<file path="src/gcb_ram.sv">
// generic simple dual port ram with registered read
module gcb_ram #(
	parameter int WIDTH = 8,
	parameter int DEPTH = 16
) (
	input  logic                                   clk,
	input  logic                                   we,
	input  logic [(DEPTH > 1 ? $clog2(DEPTH) : 1)-1:0] waddr,
	input  logic [WIDTH-1:0]                       wdata,
	input  logic                                   re,
	input  logic [(DEPTH > 1 ? $clog2(DEPTH) : 1)-1:0] raddr,
	output logic [WIDTH-1:0]                       rdata
);

	logic [WIDTH-1:0] mem [DEPTH];

	// write port
	always_ff @(posedge clk) begin
		if (we) begin
			mem[waddr] <= wdata;
		end
	end

	// registered read port
	always_ff @(posedge clk) begin
		if (re) begin
			rdata <= mem[raddr];
		end
	end

endmodule

</file>
<file path="config.mk">
export PLATFORM = sky130hd
export DESIGN_NAME = gcb_ram
export DESIGN_NICKNAME = d
export VERILOG_FILES = /design/src/gcb_ram.sv
export SDC_FILE = /design/constraint.sdc
export NUM_CORES = 1
export LEC_CHECK = 0
export BUFFER_PORTS_ARGS = -buffer_cell sky130_fd_sc_hd__buf_2
export CAP_MARGIN = 20
export CELL_PAD_IN_SITES_DETAIL_PLACEMENT = 1
export CELL_PAD_IN_SITES_GLOBAL_PLACEMENT = 2
export CORE_ASPECT_RATIO = 1.1
export CORE_MARGIN = 2
export CORE_UTILIZATION = 30
export DETAILED_ROUTE_END_ITERATION = 8
export PLACE_DENSITY_LB_ADDON = 0.1
export SLEW_MARGIN = 20
export SYNTH_ARGS = -nofsm -noshare
export SYNTH_HDL_FRONTEND = slang
export SYNTH_SLANG_ARGS = --single-unit
</file>
<file path="constraint.sdc">
create_clock -name clk -period 2.5 [get_ports clk]
set_input_delay 0.125 -clock clk [delete_from_list [all_inputs] [get_ports clk]]
set_output_delay 0.125 -clock clk [all_outputs]
set_load 0.005 [all_outputs]
</file>
==> results.cfg <==
[worst_setup_path]
worst_path_bufs_invs = 2
worst_setup_path_startpoint = raddr[0]
cp-start-kind = primary input
reg2regPathDepth = 3
largest_driver_fanout_on_the_critical_path = 17
rrSetupSlack_ns = 0.91
criticalPathCategory = primary input to flip-flop
critPathMaxStageDelay_ns = 0.56
worst_r2r_startpoint = mem[9][4]$_DFFE_PP_
setup.worst_path.end_class = flip-flop
timing.critical_path.required_ns = 2.64
cp_capture_point = rdata[3]$_DFFE_PP_
timing.critical_path.depth = 5
dominant_delay_contributor_by_cell_family_on_the_critical_path = buffers and inverters
cpMaxStageDelayCell = mux4_1
critical_path.cell_chain = buf_2 > buf_12 > mux4_1 > a22oi_1 > nand2_1
worst_r2r_endpoint = rdata[4]$_DFFE_PP_
timing.critical_path.arrival_ns = 1.73

[die]
standard_cell_rows = 50
initial_core_util = 0.3072
core_area_mm2 = 0.01702
die_area_mm2 = 0.01850
die_h_um = 142.4
io_pins = 27
die_x_um = 129.9

[clock_tree]
clock-sinks = 136
clk_latency_ns = 0.40
max_h_tree_level = 4
ctsHoldBuffers = 0
cts_setup_buffers = 0
clock_pin_slew_reported_for_the_worst_setup_and_hold_paths_after_clock_tree_synthesis_ns = 0.06
tritoncts = done
cts-buffers-inserted = 17
cts-root-to-sink-buffers = 2
root_buf_cell = clkbuf_16
postCtsResizedCells = 0

[cells_and_area]
antenna_cells_inserted = 0
drive_gt1_frac = 0.3153
syn2layout_area_growth_pct = 21.73
post_layout_nonfiller_instances = 529
layout_common_cells = edfxtp_1 (136), buf_2 (26), mux4_2 (18)
layout_commonest_cell = edfxtp_1
layout.nets = 302

[sta]
final_min_period_over_clock_period = 0.6368
setup_ws_ns = 0.9079
fmax_ghz = 0.6281
finClkSkew_ns = 0.004420
hold_violations = 0
slew_headroom = 0.5353
pins_over_their_slew_limit = 0
rsz0062_at_grt = false
period_needed_ns = 1.592
timing.setup.tns_ns = 0
setup_viol = 0
worst-slew-pin-transition_ns = 0.6957

[grt]
global_route.usage.met2 = 0.2158
antenna_violations_before_repair = 0
grt.overflow.total = 0
grt.total_usage = 0.1366
use_met1 = 0.1831
gr-max-usage-layer = met2
grt.met3_usage = 0.03383
first_global_vias = 2654
grt_start_max_net_pins = 33
grt_pass1_wl_um = 17240

[routing]
drt-pass1-iter-count = 4
drt-total-wl_um = 11660
drc = 0
routed_via_density = 4.612
ant_nets = 0
vias = 2440
detail_route.wl_per_cell_um = 22.04
detail_route.iter0.violations = 229

[status]
result_of_the_run = complete, no violations

[logic_synthesis]
synth.area.top_cells = edfxtp_1 (78%), mux4_2 (7.8%), mux4_1 (7.0%), a22oi_1 (2.3%), nor2_1 (0.93%)
post_synth_inst_count = 229
synth_top_area_cell = edfxtp_1
synth-seq-area-share = 0.7812
yosys_register_bits = 136
synth.net_count = 248
syn-cell-area_mm2 = 0.005228
netlist.area_leader.share = 0.7812
yosys_warnings = 0
syn_area_per_cell_um2 = 22.83
post_synth_num_cell_types = 18

[pwr]
power.ir.vdd_worst_v = 0.0004834
p_leak_nw = 2.115
power_mw = 5.482
power_density_mw_per_mm2 = 861.5

[placed_design]
finalWeightedCongestion = 0.7028
place_ws_ns = 0.3834
half_perimeter_wire_length_after_placement_um = 7451
dp_cells = 498
portBuffers = 26

[min_path]
hold_path_startpoint = re
hold_critical_path_depth = 1
worst_hold_path_type = primary input to flip-flop

[job]
timing.max_cap.violations = 0
worst min path at each step:
stage | to
floorplan | mem[0][0]$_DFFE_PP_
global placement | rdata[3]$_DFFE_PP_
detailed placement | rdata[7]$_DFFE_PP_
CTS | rdata[7]$_DFFE_PP_
global route | rdata[4]$_DFFE_PP_
finish | rdata[7]$_DFFE_PP_
layer usage:
metal | share of wire | wire (um) | up-vias
met5 | 0 | 0 | -
met2 | 0.49 | 5709 | 47
met4 | 0.017 | 203 | 0
met1 | 0.46 | 5374 | 1291
met3 | 0.032 | 372 | 12
li1 | - | - | 1090
logic make-up (layout without fill, tap and decap cells):
kind of cell,after synthesis,count (layout),share of synthesized area
buf+inv,10,76,0.01651
flops,136,136,0.7812
compound gates,16,16,0.02298
mux,32,32,0.1479
simple gates,35,35,0.03136
state kept, by name, indices dropped and copies added, names as in the netlist:
signal,cells
rdata,8
mem,128
where the power goes:
group / internal [mW] / total [mW] / switching [mW]
logic: 0.101 / 0.250 / 0.149
clock network: 1.75 / 2.65 / 0.898
registers: 2.57 / 2.58 / 0.0119
total: 4.42 / 5.48 / 1.06
area by class of cell:
cell class	instances	area [um^2]
fillers	1680	10650
flip-flops and latches	136	4084
clock inverters	14	206.4
clock buffers	17	425.4
multi-input cells	83	1057
repair buffers	45	297.8
well taps	234	292.8
stage by stage:
stage | hold slack (ns) | cell area (um^2) | util
final | 0.09225 | 6364 | 0.3740
after global routing | 0.08028 | 6364 | 0.3740
after CTS | 0.08059 | 6364 | 0.3740
after detailed placement | 0.5160 | 5732 | 0.3368
after global placement | 0.5181 | 5732 | 0.3368
after floorplan | 0.2239 | 5228 | -
synthesized netlist by cell type, drive strengths merged:
cell type      count
nand2              9
a22oi             16
nand2b             2
and2b              1
buf                7
and2               1
nand3              1
nor2              13
clkdlybuf4s25      3
nor3               4
edfxtp           136
nor2b              1
or3b               1
mux4              32
nand3b             2
Power figures use the tool's default switching activity.
