### config.mk
export PLATFORM = sky130hd
export DESIGN_NAME = gcb_locate
export DESIGN_NICKNAME = d
export VERILOG_FILES = /design/src/gcb_pkg.sv /design/src/gcb_locate.sv
export SDC_FILE = /design/constraint.sdc
export NUM_CORES = 1
export LEC_CHECK = 0
export ABC_CLOCK_PERIOD_IN_PS = 5120
export BUFFER_PORTS_ARGS = -buffer_cell sky130_fd_sc_hd__buf_4
export CORE_MARGIN = 3
export CORE_UTILIZATION = 49
export CTS_CLUSTER_DIAMETER = 200
export DETAILED_ROUTE_END_ITERATION = 10
export PLACE_DENSITY = 0.83
export SLEW_MARGIN = 20
export SYNTH_ARGS = -nofsm -noshare
export SYNTH_HDL_FRONTEND = slang
export SYNTH_SLANG_ARGS = --single-unit
### constraint.sdc
create_clock -name clk -period 5.12 [get_ports clk]
set_clock_uncertainty 0.15 [all_clocks]
set_input_delay 0.512 -clock clk [delete_from_list [all_inputs] [get_ports clk]]
set_output_delay 0.512 -clock clk [all_outputs]
set_load 0.01 [all_outputs]
### src/gcb_pkg.sv
// shared types and constants of the grid cell bucket table
package gcb_pkg;

	// fixed field widths
	localparam int KIND_W   = 2;
	localparam int ID_W     = 10;
	localparam int POS_W    = 16;
	localparam int REQ_IX_W = 6;
	localparam int DIM_W    = 6;
	localparam int STATUS_W = 2;
	localparam int OUT_W    = 5;

	// configuration port
	localparam int CFG_IDX_W = 2;
	localparam logic [CFG_IDX_W-1:0] CFG_GRID_COLS = 2'd0;
	localparam logic [CFG_IDX_W-1:0] CFG_GRID_ROWS = 2'd1;
	localparam logic [DIM_W-1:0] DIM_RESET = 6'd32;

	// request kinds
	localparam logic [KIND_W-1:0] KIND_ADD_POS  = 2'd0;
	localparam logic [KIND_W-1:0] KIND_ADD_CELL = 2'd1;
	localparam logic [KIND_W-1:0] KIND_REMOVE   = 2'd2;

	// result status codes
	localparam logic [STATUS_W-1:0] ST_OK       = 2'd0;
	localparam logic [STATUS_W-1:0] ST_FULL     = 2'd1;
	localparam logic [STATUS_W-1:0] ST_PLACED   = 2'd2;
	localparam logic [STATUS_W-1:0] ST_UNPLACED = 2'd3;

	// one result word
	typedef struct packed {
		logic [STATUS_W-1:0] status;
		logic [OUT_W-1:0]    col;
		logic [OUT_W-1:0]    row;
		logic [OUT_W-1:0]    slot;
	} res_t;

endpackage

### src/gcb_locate.sv
// two stage locator: position to cell, cell clamping and entity id wrap
module gcb_locate #(
	parameter int MAX_COLS     = 32,
	parameter int MAX_ROWS     = 32,
	parameter int MAX_ENTITIES = 1024,
	parameter int CELL_W       = 256,
	parameter int CELL_H       = 256,
	localparam int CW = MAX_COLS > 1 ? $clog2(MAX_COLS) : 1,
	localparam int RW = MAX_ROWS > 1 ? $clog2(MAX_ROWS) : 1,
	localparam int EW = $clog2(MAX_ENTITIES)
) (
	input  logic                              clk,
	input  logic [gcb_pkg::DIM_W-1:0]         grid_cols,
	input  logic [gcb_pkg::DIM_W-1:0]         grid_rows,
	input  logic [gcb_pkg::KIND_W-1:0]        kind,
	input  logic [gcb_pkg::ID_W-1:0]          entity_id,
	input  logic signed [gcb_pkg::POS_W-1:0]  pos_x,
	input  logic signed [gcb_pkg::POS_W-1:0]  pos_y,
	input  logic [gcb_pkg::REQ_IX_W-1:0]      cell_col,
	input  logic [gcb_pkg::REQ_IX_W-1:0]      cell_row,
	output logic [EW-1:0]                     eid,
	output logic [CW-1:0]                     col,
	output logic [RW-1:0]                     row
);

	localparam int CNW = $clog2(MAX_COLS + 1);
	localparam int RNW = $clog2(MAX_ROWS + 1);
	localparam int MAG_W = gcb_pkg::POS_W - 1;
	localparam int ID_W = gcb_pkg::ID_W;

	// reciprocal constants, exact for the numerator widths in use
	localparam int XL = $clog2(CELL_W);
	localparam int YL = $clog2(CELL_H);
	localparam int IL = $clog2(MAX_ENTITIES);
	localparam longint unsigned XM =
		((longint'(1) << (MAG_W + XL)) + longint'(CELL_W) - 1) / longint'(CELL_W);
	localparam longint unsigned YM =
		((longint'(1) << (MAG_W + YL)) + longint'(CELL_H) - 1) / longint'(CELL_H);
	localparam longint unsigned IM =
		((longint'(1) << (ID_W + IL)) + longint'(MAX_ENTITIES) - 1) / longint'(MAX_ENTITIES);
	localparam logic [16:0] XM17 = 17'(XM);
	localparam logic [16:0] YM17 = 17'(YM);
	localparam logic [16:0] IM17 = 17'(IM);
	localparam bit ID_WRAP = MAX_ENTITIES < (1 << ID_W);

	logic [31:0]           px_prod_s1, py_prod_s1;
	logic [26:0]           id_prod_s1;
	logic                  xneg_s1, yneg_s1, by_cell_s1;
	logic [ID_W-1:0]       id_s1;
	logic [gcb_pkg::REQ_IX_W-1:0] ccol_s1, crow_s1;

	logic [CNW-1:0]        cols_eff;
	logic [RNW-1:0]        rows_eff;
	logic [MAG_W-1:0]      qx, qy;
	logic [ID_W-1:0]       qid;
	logic [31:0]           id_rem;
	logic [MAG_W-1:0]      col_raw, row_raw;

	// stage 1: reciprocal products
	always_ff @(posedge clk) begin
		px_prod_s1  <= 32'(pos_x[MAG_W-1:0]) * 32'(XM17);
		py_prod_s1  <= 32'(pos_y[MAG_W-1:0]) * 32'(YM17);
		id_prod_s1  <= 27'(entity_id) * 27'(IM17);
		xneg_s1     <= pos_x[gcb_pkg::POS_W-1];
		yneg_s1     <= pos_y[gcb_pkg::POS_W-1];
		by_cell_s1  <= (kind == gcb_pkg::KIND_ADD_CELL);
		id_s1       <= entity_id;
		ccol_s1     <= cell_col;
		crow_s1     <= cell_row;
	end

	// grid size in use
	always_comb begin
		if (grid_cols == '0) begin
			cols_eff = CNW'(1);
		end else if (32'(grid_cols) > MAX_COLS) begin
			cols_eff = CNW'(MAX_COLS);
		end else begin
			cols_eff = CNW'(grid_cols);
		end
		if (grid_rows == '0) begin
			rows_eff = RNW'(1);
		end else if (32'(grid_rows) > MAX_ROWS) begin
			rows_eff = RNW'(MAX_ROWS);
		end else begin
			rows_eff = RNW'(grid_rows);
		end
	end

	// quotients and id remainder
	always_comb begin
		qx = xneg_s1 ? '0 : MAG_W'(px_prod_s1 >> (MAG_W + XL));
		qy = yneg_s1 ? '0 : MAG_W'(py_prod_s1 >> (MAG_W + YL));
		qid = ID_W'(id_prod_s1 >> (ID_W + IL));
		id_rem = 32'(id_s1) - 32'(qid) * 32'(MAX_ENTITIES);
		col_raw = by_cell_s1 ? MAG_W'(ccol_s1) : qx;
		row_raw = by_cell_s1 ? MAG_W'(crow_s1) : qy;
	end

	// stage 2: clamp into the grid
	always_ff @(posedge clk) begin
		eid <= ID_WRAP ? EW'(id_rem) : EW'(id_s1);
		if (32'(col_raw) >= 32'(cols_eff)) begin
			col <= CW'(cols_eff - CNW'(1));
		end else begin
			col <= CW'(col_raw);
		end
		if (32'(row_raw) >= 32'(rows_eff)) begin
			row <= RW'(rows_eff - RNW'(1));
		end else begin
			row <= RW'(row_raw);
		end
	end

endmodule

==> results_tabular.tex <==
\begin{tabular}{lr}
\hline
Metric & Value \\
\hline
\multicolumn{2}{l}{\textbf{Die}} \\
Die outline area & about 4800 um2 \\
Vertical extent of the die & roughly 70 um \\
Die boundary width & about 70 um \\
Number of placement rows & 22 \\
Starting density of the core & between 50\% and 60\% \\
Area inside the core boundary & approximately 3800 um2 \\
Number of ports placed on the die boundary & roughly 90 \\
\multicolumn{2}{l}{\textbf{Clocking}} \\
Clock transition at the register clock pins on the worst setup and hold paths after CTS & 60 ps \\
Number of resized instances in the post-cts repair step & 0 \\
Max H-tree Level & 3 \\
Root buffer cell & sky130\_fd\_sc\_hd\_\_clkbuf\_8 \\
Hold-fix buffers, CTS & 0 \\
Clock net sink count & approximately 60 \\
TritonCTS Buffers & 9 \\
Clock tree from TritonCTS & done \\
\# Post-CTS Setup Buffers & 0 \\
Largest buffer count on any clock path & 2 \\
Clock network latency to the later pin of the worst-skew pair & 320 ps \\
\multicolumn{2}{l}{\textbf{Setup path}} \\
Largest delay contributor family on the critical path & compound AO/OA/AOI/OAI gates \\
Number of stages on the worst setup path & 7 \\
Delay of the slowest cell on the worst path & between 600 and 700 ps \\
End of the critical path & row[4] \\
Crit. Startpoint & by\_cell\_s1 \\
Critical Path, Cell by Cell & nor2\_2 -> a22oi\_1 -> ha\_1 -> nand2b\_4 -> a2111oi\_4 -> o21ai\_2 -> mux2\_4 \\
Maximum fanout along the worst path & 14 \\
Endpoint required time on the critical path & approximately 5200 ps \\
Reg2reg end & row[4] \\
Kind of end point of the critical path & register \\
Number of cell instances on the worst register-to-register path & 7 \\
R2R setup slack & 2440 ps \\
Slowest stage cell, crit path & sky130\_fd\_sc\_hd\_\_dfxtp\_1 \\
Data arrival time of the critical path & 2730 ps \\
Worst setup SP type & register \\
Crit path buf inv count & 0 \\
Critical register-to-register path startpoint & by\_cell\_s1 \\
Setup CP Type & reg -> reg \\
\multicolumn{2}{l}{\textbf{STA}} \\
Worst-Margin Slew & 533 ps \\
Setup TNS & 0 ps \\
Peak Freq & 374 MHz \\
Max\_slew headroom & approximately 64\% \\
Worst slack on hold paths & between 100 and 150 ps \\
Number of hold violations in the final report & 0 \\
Setup-violating endpoint count in the final report & 0 \\
Min Clock Period, post-route & approximately 2700 ps \\
Number of max-slew violations in the final report & 0 \\
Share of the clock period used by the worst path & 52.3\% \\
RSZ-0062 raised after global routing & false \\
\multicolumn{2}{l}{\textbf{Synthesis}} \\
Mean area per synthesized cell & between 10 and 15 um2 \\
Instance count of the mapped netlist & about 150 \\
Synth area leader & sky130\_fd\_sc\_hd\_\_dfxtp\_1 \\
Ys Warns & 0 \\
Netlist area before placement & $\sim$2000 um2 \\
Top cells by area, synth & sky130\_fd\_sc\_hd\_\_dfxtp\_1, sky130\_fd\_sc\_hd\_\_ha\_1, sky130\_fd\_sc\_hd\_\_mux2\_4, sky130\_fd\_sc\_hd\_\_a22o\_1, sky130\_fd\_sc\_hd\_\_a2111oi\_4 \\
Register area share after synthesis & about three fifths \\
Post-synthesis register bit count & 59 \\
Post-synth net total & 232 \\
Synth unique cells & 27 \\
Yosys top cell area share & about three fifths \\
\multicolumn{2}{l}{\textbf{Run}} \\
Number of max-capacitance violations reported & 0 \\
\multicolumn{2}{l}{\textbf{Drt}} \\
Via density per instance & 4.82 \\
Pre-Repair DR Iteration Count & 4 \\
Highest metal layer with signal wires & met4 \\
Routed wire length & $\sim$3600 um \\
Routed wire per std cell & between 10 and 15 um \\
Detailed router's first-iteration violation count & 67 \\
Remaining design rule violation count & 0 \\
Remaining number of nets flagged by the antenna check after routing & 0 \\
Routed via count & approximately 1,400 \\
Detail Route met3 WL & 407 um \\
Met2 wire length & 1810 um \\
Wire length on met1 & between 1000 and 1500 um \\
\multicolumn{2}{l}{\textbf{Layout}} \\
Total number of nets in the final design & 314 \\
Count of filler cells inserted in the layout & between 200 and 300 \\
Area growth, synth to finish & 40.0\% \\
ANT cells & 0 \\
Layout cell share with drive strength beyond 1 & 44.9\% \\
\multicolumn{2}{l}{\textbf{Min path}} \\
Type of the tightest min-delay check & in -> reg \\
Start point of the worst min-delay path & pos\_x[15] \\
\multicolumn{2}{l}{\textbf{Global route}} \\
Total grt overflow & 0 \\
Number of global-route vias before repair & about 1,300 \\
Global-route wire length before repair & between 5000 and 6000 um \\
GRT Util Overall & between 10\% and 20\% \\
Number of antenna violations at the first check in global routing & 0 \\
Pin count of the biggest net entering global routing & 15 \\
\multicolumn{2}{l}{\textbf{Power and ir drop}} \\
Internal Pwr Total & around 0.83 mW \\
Portion of total power attributed to combinational logic & about 16\% \\
Net switching power & approximately 0.24 mW \\
Power density normalized to cell area & between 300 and 400 nW/um2 \\
Register share of total power & between 40\% and 50\% \\
Clock Power Share & between 30\% and 40\% \\
Leakage & roughly 1.3 nW \\
Switching power as a share of total power & 22.2\% \\
Maximum resistive drop on vdd & 0.314 mV \\
\multicolumn{2}{l}{\textbf{Outcome}} \\
Run status & finished, final reports clean \\
\multicolumn{2}{l}{\textbf{Placement}} \\
Placed wire-length estimate after detailed placement & 2870 um \\
GP Congestion & between 0.8 and 0.9 \\
Port-buffer cells & just over 70 \\
\hline
\end{tabular}
-- final cells by class --
| cell class | count | area, um2 | share of cell area (%) |
|---|---|---|---|
| sequential | 59 | 1180 | 42.6 |
| timing repair buffer | 72 | 541 | 19.5 |
| clock inverter | 4 | 50.0 | 1.81 |
| inverter | 8 | 30.0 | 1.08 |
| tap | 48 | 60.1 | 2.17 |
| clock buffer | 12 | 145 | 5.24 |
| multi-input combinational | 81 | 764 | 27.6 |
-- synth_stat cells, drive strengths merged --
master   instances
a2111oi          2
a211o            2
a21oi            2
a221oi           2
a22o            10
a22oi            2
clkbuf           1
dfxtp           59
ha              14
inv              8
mux2             8
mux2i            2
nand2            6
nand2b           4
nand3            2
nor2             8
nor2b            1
nor3             2
nor4             2
nor4b            2
o211ai           4
o21a             2
o21ai            2
xnor2            2
-- sequential cells by signal (all words and copies together) (netlist names) --
register,cells
ccol_s1,6
crow_s1,6
yneg_s1,1
row,5
col,5
xneg_s1,1
py_prod_s1,7
eid,10
by_cell_s1,1
id_s1,10
px_prod_s1,7
-- cells by family (layout without fill, tap and decap cells) --
kind of cell,Yosys count,count (layout),share of synthesized area (%)
muxes,10,10,7.08
AOI/OAI and AO/OA,28,28,14.0
DFF,59,59,59.7
and+or+nand+nor,27,27,7.78
adders and majority gates,14,14,8.85
xor gates and xnor gates,2,2,0.885
buffers and inverters,9,96,1.71
-- cells in the final DEF (no fill, tap or decap), types with 4 or more instances in the layout --
cell type                   n
sky130_fd_sc_hd__buf_4     72
sky130_fd_sc_hd__dfxtp_1   59
sky130_fd_sc_hd__ha_1      14
sky130_fd_sc_hd__a22o_1    10
sky130_fd_sc_hd__clkbuf_8  10
sky130_fd_sc_hd__mux2_4     8
sky130_fd_sc_hd__nand2_1    6
sky130_fd_sc_hd__nor2_1     6
sky130_fd_sc_hd__inv_1      6
sky130_fd_sc_hd__o211ai_1   4
-- stage by stage --
stage / setup slack (ps) / util (%) / instance area (um2) / instances / total power, mW
floorplan: 2680 / - / 1980 / 149 / 0.608
global placement: 2430 / 68.3 / 2580 / 268 / 0.679
detailed placement: 2380 / 68.3 / 2580 / 268 / 0.684
CTS: 2400 / 73.5 / 2770 / 284 / 1.08
global route: 2260 / 73.5 / 2770 / 284 / 1.12
finish: 2440 / 73.5 / 2770 / 284 / 1.07
-- worst min path at each step --
| stage | end | slack, ps | depth (start not counted) |
|---|---|---|---|
| 2_1_floorplan | eid[0] | 160 | 0 |
| 3_3_place_gp | eid[6] | 160 | 0 |
| 3_5_place_dp | eid[1] | 160 | 0 |
| 4_1_cts | xneg_s1 | 120 | 1 |
| 5_1_grt | ccol_s1[4] | 110 | 1 |
| 6_report | xneg_s1 | 140 | 1 |
-- layer usage --
metal / vias up / global-route usage (%)
met5: - / 0
met4: 0 / 7.16
met2: 51 / 25.5
li1: 701 / -
met3: 6 / 10.4
met1: 612 / 15.2
-- power groups by stage --
stage	Combinational (mW)	Clock, mW	Sequential, mW
final	0.166	0.400	0.505
after global routing	0.180	0.433	0.509
after floorplan	0.0846	0	0.524
after CTS	0.169	0.411	0.506
after detailed placement	0.168	0	0.516
after global placement	0.165	0	0.515
Power figures use the tool's default switching activity.
